[src/rtl/fsf_pkg.sv]
package fsf_pkg;

	localparam int MAX_WIDTH = 11;
	// An octal rendering of a 32-bit word is the longest run of digits.
	localparam int DIG_MAX = 11;
	localparam int OUT_MAX = (MAX_WIDTH > DIG_MAX) ? MAX_WIDTH : DIG_MAX;
	localparam int FW_W = $clog2(MAX_WIDTH + 1);
	localparam int CNT_W = $clog2(OUT_MAX + 1);
	localparam int DIG_IDX_W = $clog2(DIG_MAX);
	localparam logic [31:0] RECIP10 = 32'hCCCCCCCD;

	localparam logic [7:0] CH_NUL = 8'h00;
	localparam logic [7:0] CH_LF = 8'h0A;
	localparam logic [7:0] CH_CR = 8'h0D;
	localparam logic [7:0] CH_SPACE = 8'h20;
	localparam logic [7:0] CH_PCT = 8'h25;
	localparam logic [7:0] CH_ZERO = 8'h30;
	localparam logic [7:0] CH_NINE = 8'h39;

	localparam logic [7:0] HEX_DIGITS [16] = '{
		8'h30, 8'h31, 8'h32, 8'h33, 8'h34, 8'h35, 8'h36, 8'h37,
		8'h38, 8'h39, 8'h61, 8'h62, 8'h63, 8'h64, 8'h65, 8'h66
	};

	typedef enum logic [1:0] {
		KIND_CHAR    = 2'd0,
		KIND_STR_REQ = 2'd1,
		KIND_END     = 2'd2
	} kind_t;

	typedef enum logic [1:0] {
		BASE_DEC = 2'd0,
		BASE_HEX = 2'd1,
		BASE_OCT = 2'd2
	} base_t;

	typedef enum logic {
		FIRST_CR  = 1'b0,
		FIRST_PCT = 1'b1
	} first_sel_t;

	typedef enum logic [2:0] {
		SEC_CHAR = 3'd0,
		SEC_PCT  = 3'd1,
		SEC_ARG  = 3'd2,
		SEC_END  = 3'd3,
		SEC_REQ  = 3'd4
	} second_sel_t;

	typedef enum logic [1:0] {
		EMIT_FIRST  = 2'd0,
		EMIT_SECOND = 2'd1,
		EMIT_DIGIT  = 2'd2
	} emit_sel_t;

	typedef struct packed {
		logic       operation;
		logic [7:0] char_in;
		logic [31:0] argument;
	} item_t;

	typedef struct packed {
		logic [1:0] kind;
		logic [7:0] char_out;
		logic       arg_consumed;
		logic       last;
	} result_t;

	typedef struct packed {
		logic        load;
		first_sel_t  first_sel;
		second_sel_t second_sel;
		logic        consumed;
		logic        fw_clear;
		logic        fw_step;
		logic        zf_set;
		logic        dig_step;
		logic        emit;
		emit_sel_t   emit_sel;
		logic        emit_last;
	} cmd_t;

	typedef struct packed {
		logic op;
		logic c_nul;
		logic c_pct;
		logic c_lf;
		logic c_digit;
		logic c_zero;
		logic c_num;
		logic c_str;
		logic c_chr;
		logic quot_zero;
		logic idx_zero;
		logic out_free;
	} status_t;

endpackage

[src/rtl/fsf_ctrl.sv]
module fsf_ctrl
	import fsf_pkg::*;
(
	input  logic    clk,
	input  logic    arst_n,
	input  logic    item_valid,
	output logic    item_stall,
	input  status_t st,
	output cmd_t    cmd
);

	typedef enum logic [3:0] {
		S_IDLE = 4'b0001,
		S_DIG  = 4'b0010,
		S_NUM  = 4'b0100,
		S_FIX  = 4'b1000
	} state_t;

	typedef enum logic [3:0] {
		M_TEXT  = 4'b0001,
		M_PCT   = 4'b0010,
		M_WIDTH = 4'b0100,
		M_STR   = 4'b1000
	} mode_t;

	state_t state_q, state_d;
	mode_t  mode_q, mode_d, mode_eff;
	logic   two_q, two_d;
	logic   accept;

	assign item_stall = (state_q != S_IDLE);
	assign accept = item_valid && (state_q == S_IDLE);
	// A format character ends a string argument that is still open.
	assign mode_eff = (mode_q == M_STR) ? M_TEXT : mode_q;

	always_comb begin
		cmd = '0;
		cmd.first_sel = FIRST_CR;
		cmd.second_sel = SEC_CHAR;
		cmd.emit_sel = EMIT_FIRST;
		state_d = state_q;
		mode_d = mode_q;
		two_d = two_q;
		unique case (state_q)
			S_IDLE: begin
				if (accept) begin
					cmd.load = 1'b1;
					if (st.op) begin
						if (mode_q == M_STR) begin
							if (st.c_nul) begin
								mode_d = M_TEXT;
							end else begin
								state_d = S_FIX;
								two_d = st.c_lf;
							end
						end
					end else begin
						mode_d = mode_eff;
						if (mode_eff == M_TEXT) begin
							if (st.c_nul) begin
								state_d = S_FIX;
								two_d = 1'b0;
								cmd.second_sel = SEC_END;
							end else if (st.c_pct) begin
								mode_d = M_PCT;
								cmd.fw_clear = 1'b1;
							end else begin
								state_d = S_FIX;
								two_d = st.c_lf;
							end
						end else if (st.c_digit) begin
							cmd.fw_step = 1'b1;
							cmd.zf_set = (mode_eff == M_PCT) && st.c_zero;
							mode_d = M_WIDTH;
						end else begin
							mode_d = M_TEXT;
							state_d = S_FIX;
							two_d = 1'b0;
							cmd.first_sel = FIRST_PCT;
							if (st.c_nul) begin
								two_d = 1'b1;
								cmd.second_sel = SEC_END;
							end else if (st.c_pct) begin
								cmd.second_sel = SEC_PCT;
							end else if (st.c_num) begin
								state_d = S_DIG;
								cmd.consumed = 1'b1;
							end else if (st.c_str) begin
								mode_d = M_STR;
								cmd.second_sel = SEC_REQ;
								cmd.consumed = 1'b1;
							end else if (st.c_chr) begin
								cmd.second_sel = SEC_ARG;
								cmd.consumed = 1'b1;
							end else begin
								two_d = 1'b1;
								cmd.consumed = 1'b1;
							end
						end
					end
				end
			end
			S_DIG: begin
				cmd.dig_step = 1'b1;
				if (st.quot_zero) begin
					state_d = S_NUM;
				end
			end
			S_NUM: begin
				if (st.out_free) begin
					cmd.emit = 1'b1;
					cmd.emit_sel = EMIT_DIGIT;
					cmd.emit_last = st.idx_zero;
					if (st.idx_zero) begin
						state_d = S_IDLE;
					end
				end
			end
			S_FIX: begin
				if (st.out_free) begin
					cmd.emit = 1'b1;
					if (two_q) begin
						cmd.emit_sel = EMIT_FIRST;
						two_d = 1'b0;
					end else begin
						cmd.emit_sel = EMIT_SECOND;
						cmd.emit_last = 1'b1;
						state_d = S_IDLE;
					end
				end
			end
			default: state_d = S_IDLE;
		endcase
	end

	always_ff @(posedge clk or negedge arst_n) begin
		if (!arst_n) begin
			state_q <= S_IDLE;
			mode_q <= M_TEXT;
			two_q <= 1'b0;
		end else begin
			state_q <= state_d;
			mode_q <= mode_d;
			two_q <= two_d;
		end
	end

endmodule

[config.mk]
export PLATFORM = sky130hd
export DESIGN_NAME = fsf_ctrl
export DESIGN_NICKNAME = d
export VERILOG_FILES = /design/src/rtl/fsf_pkg.sv /design/src/rtl/fsf_ctrl.sv
export SDC_FILE = /design/constraint.sdc
export NUM_CORES = 1
export LEC_CHECK = 0
export ABC_CLOCK_PERIOD_IN_PS = 5500
export BUFFER_PORTS_ARGS = -buffer_cell sky130_fd_sc_hd__buf_2
export CAP_MARGIN = 20
export CELL_PAD_IN_SITES_DETAIL_PLACEMENT = 1
export CELL_PAD_IN_SITES_GLOBAL_PLACEMENT = 1
export CORE_UTILIZATION = 35
export CTS_CLUSTER_DIAMETER = 200
export DETAILED_ROUTE_END_ITERATION = 6
export GPL_ROUTABILITY_DRIVEN = 0
export HOLD_SLACK_MARGIN = 0.02
export MAX_ROUTING_LAYER = met4
export PLACE_DENSITY_LB_ADDON = 0.1
export RECOVER_POWER = 100
export SLEW_MARGIN = 20
export SYNTH_ARGS = -nofsm -noshare
export SYNTH_HDL_FRONTEND = slang
export SYNTH_SLANG_ARGS = --single-unit
[constraint.sdc]
create_clock -name clk -period 5.5 [get_ports clk]
set_clock_uncertainty 0.1 [all_clocks]
set_input_delay 1.1 -clock clk [delete_from_list [all_inputs] [get_ports clk]]
set_output_delay 1.1 -clock clk [all_outputs]
set_load 0.01 [all_outputs]
==> results of run 1 <==
[cells in the final DEF (no fill, tap or decap), types with 4 or more instances in the layout]
cell type	n
a21o_1	4
a21oi_1	6
buf_2	13
clkbuf_1	16
dfrtp_1	7
inv_1	7
nand2_1	6
nor2_1	12
nor3_1	8
[path summary, 6_finish.rpt]
path	startpoint	endpoint
hold reg to reg	mode_q[0]$_DFFE_PN1P_	mode_q[0]$_DFFE_PN1P_
min in group asynchronous	arst_n	mode_q[2]$_DFFE_PN0P_
setup reg to reg	state_q[0]$_DFFE_PN1P_	mode_q[3]$_DFFE_PN0P_
max in group asynchronous	arst_n	mode_q[0]$_DFFE_PN1P_
hold / removal	mode_q[0]$_DFFE_PN1P_	mode_q[0]$_DFFE_PN1P_
setup / recovery	state_q[0]$_DFFE_PN1P_	cmd[11]
[power by group]
part           internal, mW  switching, mW  total, mW
logic                0.0619         0.0969      0.159
registers            0.0890         0.0283      0.117
clock network        0.0266         0.0203     0.0469
[flip-flops by register name (all words and copies together) (netlist names)]
register  cells
mode_q        4
state_q       4
two_q         1
[cell type report]
type	count	area (µm²)
clock buffer	3	22.5
inverter	7	26.3
fill	278	1080
tap	27	33.8
multi-input combinational	73	438
clock inverter	1	5.00
timing repair buffer	29	125
sequential	9	228
[kinds of logic after synthesis]
kind of cell / share of synthesized area (%)
compound gates: 23.3
buf+inv: 6.11
simple gates: 37.4
xor+xnor: 2.38
flops: 30.9
[cell usage after synthesis (all sizes together)]
master and number:
or4 1, or3 1, nor3 8, and4b 1, a22o 1, nand3b 1
nor4 2, dfstp 2, xnor2 1, a22oi 1, o31a 2, a31oi 2
o31ai 1, a311o 1, nor2b 1, clkbuf 3, a21boi 1, xor2 1
nor2 12, inv 7, a21o 4, a32o 1, o21a 1, nor4b 3
buf 1, a211oi 1, nand2 7, nand4 2, nand3 3, or2b 1
dfrtp 7, nand2b 3, o21ai 3, a21oi 6
[per-layer routing]
metal	wire [µm]	GRT usage (%)	part of all wire, %
met5	0	-	0
met4	0	6.67	0
met3	70	2.26	3.7
met2	848	27.3	45
met1	983	26.3	52
[worst min-delay path, delay by kind of cell (launching register included)]
family                 cells  cell delay, ns
buffers and inverters      1            0.09
flip-flops                 1            0.39
AO/OA/AOI/OAI              1            0.07
[through the flow]
step	utilization (%)	setup slack [ns]
3_5_place_dp	45.7	2.18
2_1_floorplan	-	2.21
5_1_grt	44.8	1.27
4_1_cts	47.1	2.12
3_3_place_gp	45.7	2.19
6_report	44.8	1.50
==> results.sh, run 1 <==
export IMPL_syn_to_final_growth_pct=19.2
export IMPL_synthesis_nets=108
export IMPL_netlist_area_um2=737
export IMPL_setup_tns_final_ns=0
export IMPL_clockBufferDepth=2
export IMPL_antenna_left=0
export IMPL_peakVddDrop_mv=0.210
export IMPL_cts_root_buf="clkbuf_4"
export IMPL_grt_pass1_wl_um=2860
export IMPL_timing_final_crit_period_ns=4.00
export IMPL_synth_warnings=0
export IMPL_grt_start_max_net_pins=12
export IMPL_rsz0062_at_grt="false"
export IMPL_cts_hold_buffers=0
export IMPL_whs_ns=0.461
export IMPL_cts_buffers=3
export IMPL_max_freq_mhz=250
export IMPL_dpl_cell_area_um2=897
export IMPL_clock_latency_ns=0.25
export IMPL_clkSinkCount=9
export IMPL_stdcell_count=149
export IMPL_p_leak_nw=0.402
export IMPL_run_status="finished clean"
export IMPL_drive_gt1_share_pct=15.6
export IMPL_first_iter_violations=14
export IMPL_ff2ff_setup_slack_ns=2.84
export IMPL_dp_cells=145
export IMPL_synth_seq_cells=9
export IMPL_cap_violations=0
export IMPL_holdPathStages=2
export IMPL_cp_top_family="simple AND/OR/NAND/NOR gates"
export IMPL_via_per_inst=5.14
export IMPL_grt_usage_pct=18.7
export IMPL_synth_cell_types=36
export IMPL_dr_pass1_iters=4
export IMPL_critical_path_max_stage_delay_ns=0.88
export IMPL_cts_resized=0
export IMPL_first_global_vias=650
export IMPL_core_mm2=0.00196
export IMPL_final_nets=138
export IMPL_worstSetupPathDepth=5
export IMPL_final_cell_area_um2=878
export IMPL_syn_inst=93
export IMPL_diodes=0
export IMPL_setup_violations=0
export IMPL_rows=16
export IMPL_io_buffers=29
export IMPL_synth_avg_cell_area_um2=7.92
export IMPL_die_area_mm2=0.00229
export IMPL_cts_setup_buffers=0
export IMPL_cts_tree="built"
export IMPL_fp_dieH_um=47.9
export IMPL_antenna_found_initial=0
export IMPL_synth_top_cell_by_area="dfrtp_1"
export IMPL_slowest_stage="nor4b_1"
export IMPL_ys_seq_area_share_pct=30.9
export IMPL_start_kind="flip-flop"
export IMPL_worst_setup_path_type="reg2out"
export IMPL_vias=766
export IMPL_power_uw=323
export IMPL_synth_area_leaders="dfrtp_1, dfstp_2, nor2_1, nor3_1, a21oi_1"
export IMPL_drc=0
export IMPL_clkTransAtPathRegs_ns=0.06
export IMPL_die_w_um=47.9
export IMPL_worstMarginPinSlew_ns=1.06
export IMPL_wl_um=1900
export IMPL_ff2ff_path_depth=5
export IMPL_crit_required_ns=4.30
export IMPL_crit_chain="nor4b_1, nand2_4, or4_1, nor2b_1, buf_2"
export IMPL_timing_hold_violations_final=0
export IMPL_synth_top_area_share_pct=23.8
export IMPL_period_share_pct=72.8
export IMPL_cts_max_level=1
export IMPL_arrival_ns=2.80
export IMPL_wl_per_cell_um=12.8
export IMPL_slew_headroom_pct=28.3
export IMPL_ios=30
export IMPL_hpwlAfterDp_um=1550
export IMPL_overflow=0
export IMPL_worst_path_buf_inv=1
export IMPL_hold_path_class="reg2reg"
export IMPL_slew_viol_final=0
export IMPL_cp_end_kind="primary output"
export IMPL_p_per_area_mw_per_mm2=368
export IMPL_start_util_pct=37.6
export IMPL_cp_max_fo=9
Power figures use the tool's default switching activity.
==> run 2: changes to the inputs <==
- ABC_CLOCK_PERIOD_IN_PS: 5500 -> 4100
- CORE_UTILIZATION: 35 -> 33
- clock period: 5.5 -> 4.1 ns (I/O delays scaled with it)
==> run 2 against run 1 <==
Die area grew 5.8%. Wire length increased by 6.2%. Clock power grew 48%. Global-route usage increased by 2.0 points. Highest routed layer is now met4. Register-to-register slack got worse by 0.94 ns. Critical endpoint is now cmd[8]. Combinational power rose by 37%. Critical path type unchanged.
==> results.sh, run 2 (synthesis gave the netlist of run 1 again) <==
export IMPL_run_status="finished clean"
export IMPL_multi_input_comb_area_um2=453
export IMPL_cts_resized=0
export IMPL_final_common_cell="clkbuf_1"
export IMPL_antenna_found_initial=0
export IMPL_worst_setup_path_type="reg2out"
export IMPL_first_iter_violations=12
export IMPL_cts_setup_buffers=0
export IMPL_clockBufferDepth=2
export IMPL_p_per_area_mw_per_mm2=499
export IMPL_grt_start_max_net_pins=12
export IMPL_crit_required_ns=3.18
export IMPL_peakVddDrop_mv=0.235
export IMPL_clkSinkCount=9
export IMPL_worstMarginPinSlew_ns=0.674
export IMPL_rsz0062_at_grt="false"
export IMPL_slew_headroom_pct=54.4
export IMPL_clock_latency_ns=0.27
export IMPL_cp_end_kind="primary output"
export IMPL_cts_tree="built"
export IMPL_io_buffers=29
export IMPL_cp_max_fo=9
export IMPL_hold_path_class="in2async"
export IMPL_cts_buffers=3
export IMPL_syn_to_final_growth_pct=21.1
export IMPL_rows=16
export IMPL_vias=809
export IMPL_timing_rr_start="mode_q[0]$_DFFE_PN1P_"
export IMPL_drive_gt1_share_pct=14.8
export IMPL_wl_per_cell_um=13.6
export IMPL_max_freq_mhz=304
export IMPL_dp_cells=145
export IMPL_overflow=0
export IMPL_cts_hold_buffers=0
export IMPL_ff2ff_setup_slack_ns=1.90
export IMPL_start_kind="flip-flop"
export IMPL_via_per_inst=5.43
export IMPL_grt_usage_pct=20.7
export IMPL_whs_ns=0.372
export IMPL_cts_max_level=1
export IMPL_wl_um=2020
export IMPL_die_area_mm2=0.00243
export IMPL_reg_top3="mode_q (4), state_q (4), two_q (1)"
export IMPL_antenna_left=0
export IMPL_final_nets=138
export IMPL_r2r_end="two_q$_DFFE_PN0P_"
export IMPL_final_cell_mix="clkbuf_1, buf_2, nor2_1, nor3_1"
export IMPL_grt_pass1_wl_um=3690
export IMPL_start_util_pct=36.4
export IMPL_dpl_cell_area_um2=897
export IMPL_die_w_um=49.3
export IMPL_setup_tns_final_ns=0
export IMPL_clkTransAtPathRegs_ns=0.06
export IMPL_drc=0
export IMPL_setup_violations=0
export IMPL_stdcell_count=149
export IMPL_period_share_pct=80.4
export IMPL_arrival_ns=2.37
export IMPL_ff2ff_path_depth=5
export IMPL_fp_dieH_um=49.3
export IMPL_cts_root_buf="clkbuf_4"
export IMPL_core_mm2=0.00202
export IMPL_timing_final_crit_period_ns=3.29
export IMPL_dr_pass1_iters=4
export IMPL_diodes=0
export IMPL_seq_area_um2=228
export IMPL_cap_violations=0
export IMPL_ios=30
export IMPL_timing_hold_violations_final=0
export IMPL_first_global_vias=746
export IMPL_n_fill_cell=284
export IMPL_hpwlAfterDp_um=1640
export IMPL_final_cell_area_um2=892
export IMPL_p_leak_nw=0.404
export IMPL_slew_viol_final=0
[run 2: where the power goes]
part | leakage (nW) | internal, mW | switching [mW]
logic | 0.274 | 0.0866 | 0.131
clock network | 0.0150 | 0.0375 | 0.0317
registers | 0.114 | 0.118 | 0.0399
total | 0.404 | 0.242 | 0.203
[run 2: area by class of cell]
type                            instances  area share, %
Timing Repair Buffer                   29           14.0
Sequential cell                         9           25.5
Tap cell                               27           3.79
Inverter                                7           2.95
Clock buffer                            4           2.95
Multi-Input combinational cell         73           50.8
[run 2: worst max-delay path: stages (launching register included)]
cell and delay [ns]:
dfstp_1 0.58, nor4b_4 0.32, nand2_1 0.25, or4_1 0.62, nor3_1 0.16, clkbuf_1 0.17
[run 2: how the worst max path moves through the flow]
stage                                      start      to  slack, ns
after global routing      state_q[0]$_DFFE_PN1P_  cmd[8]       0.64
after floorplan                           st[11]  cmd[8]       1.37
after CTS                 state_q[0]$_DFFE_PN1P_  cmd[8]       1.01
after global placement    state_q[0]$_DFFE_PN1P_  cmd[8]       1.35
after detailed placement  state_q[0]$_DFFE_PN1P_  cmd[8]       1.32
final                     state_q[0]$_DFFE_PN1P_  cmd[8]       0.81
[run 2: per-stage QoR]
stage / worst slack (ns) / util (%) / power (mW)
after global placement: 1.35 / 44.4 / 0.388
after floorplan: 1.37 / - / 0.321
after CTS: 1.01 / 45.7 / 0.464
after detailed placement: 1.32 / 44.4 / 0.391
after global routing: 0.637 / 44.1 / 0.494
final: 0.805 / 44.1 / 0.445
[run 2: layer usage]
layer | global-route usage, % | part of all wire [%]
met3 | 4.05 | 5.4
met5 | - | 0
met1 | 29.1 | 51
met4 | 10.3 | 2.0
met2 | 27.6 | 41
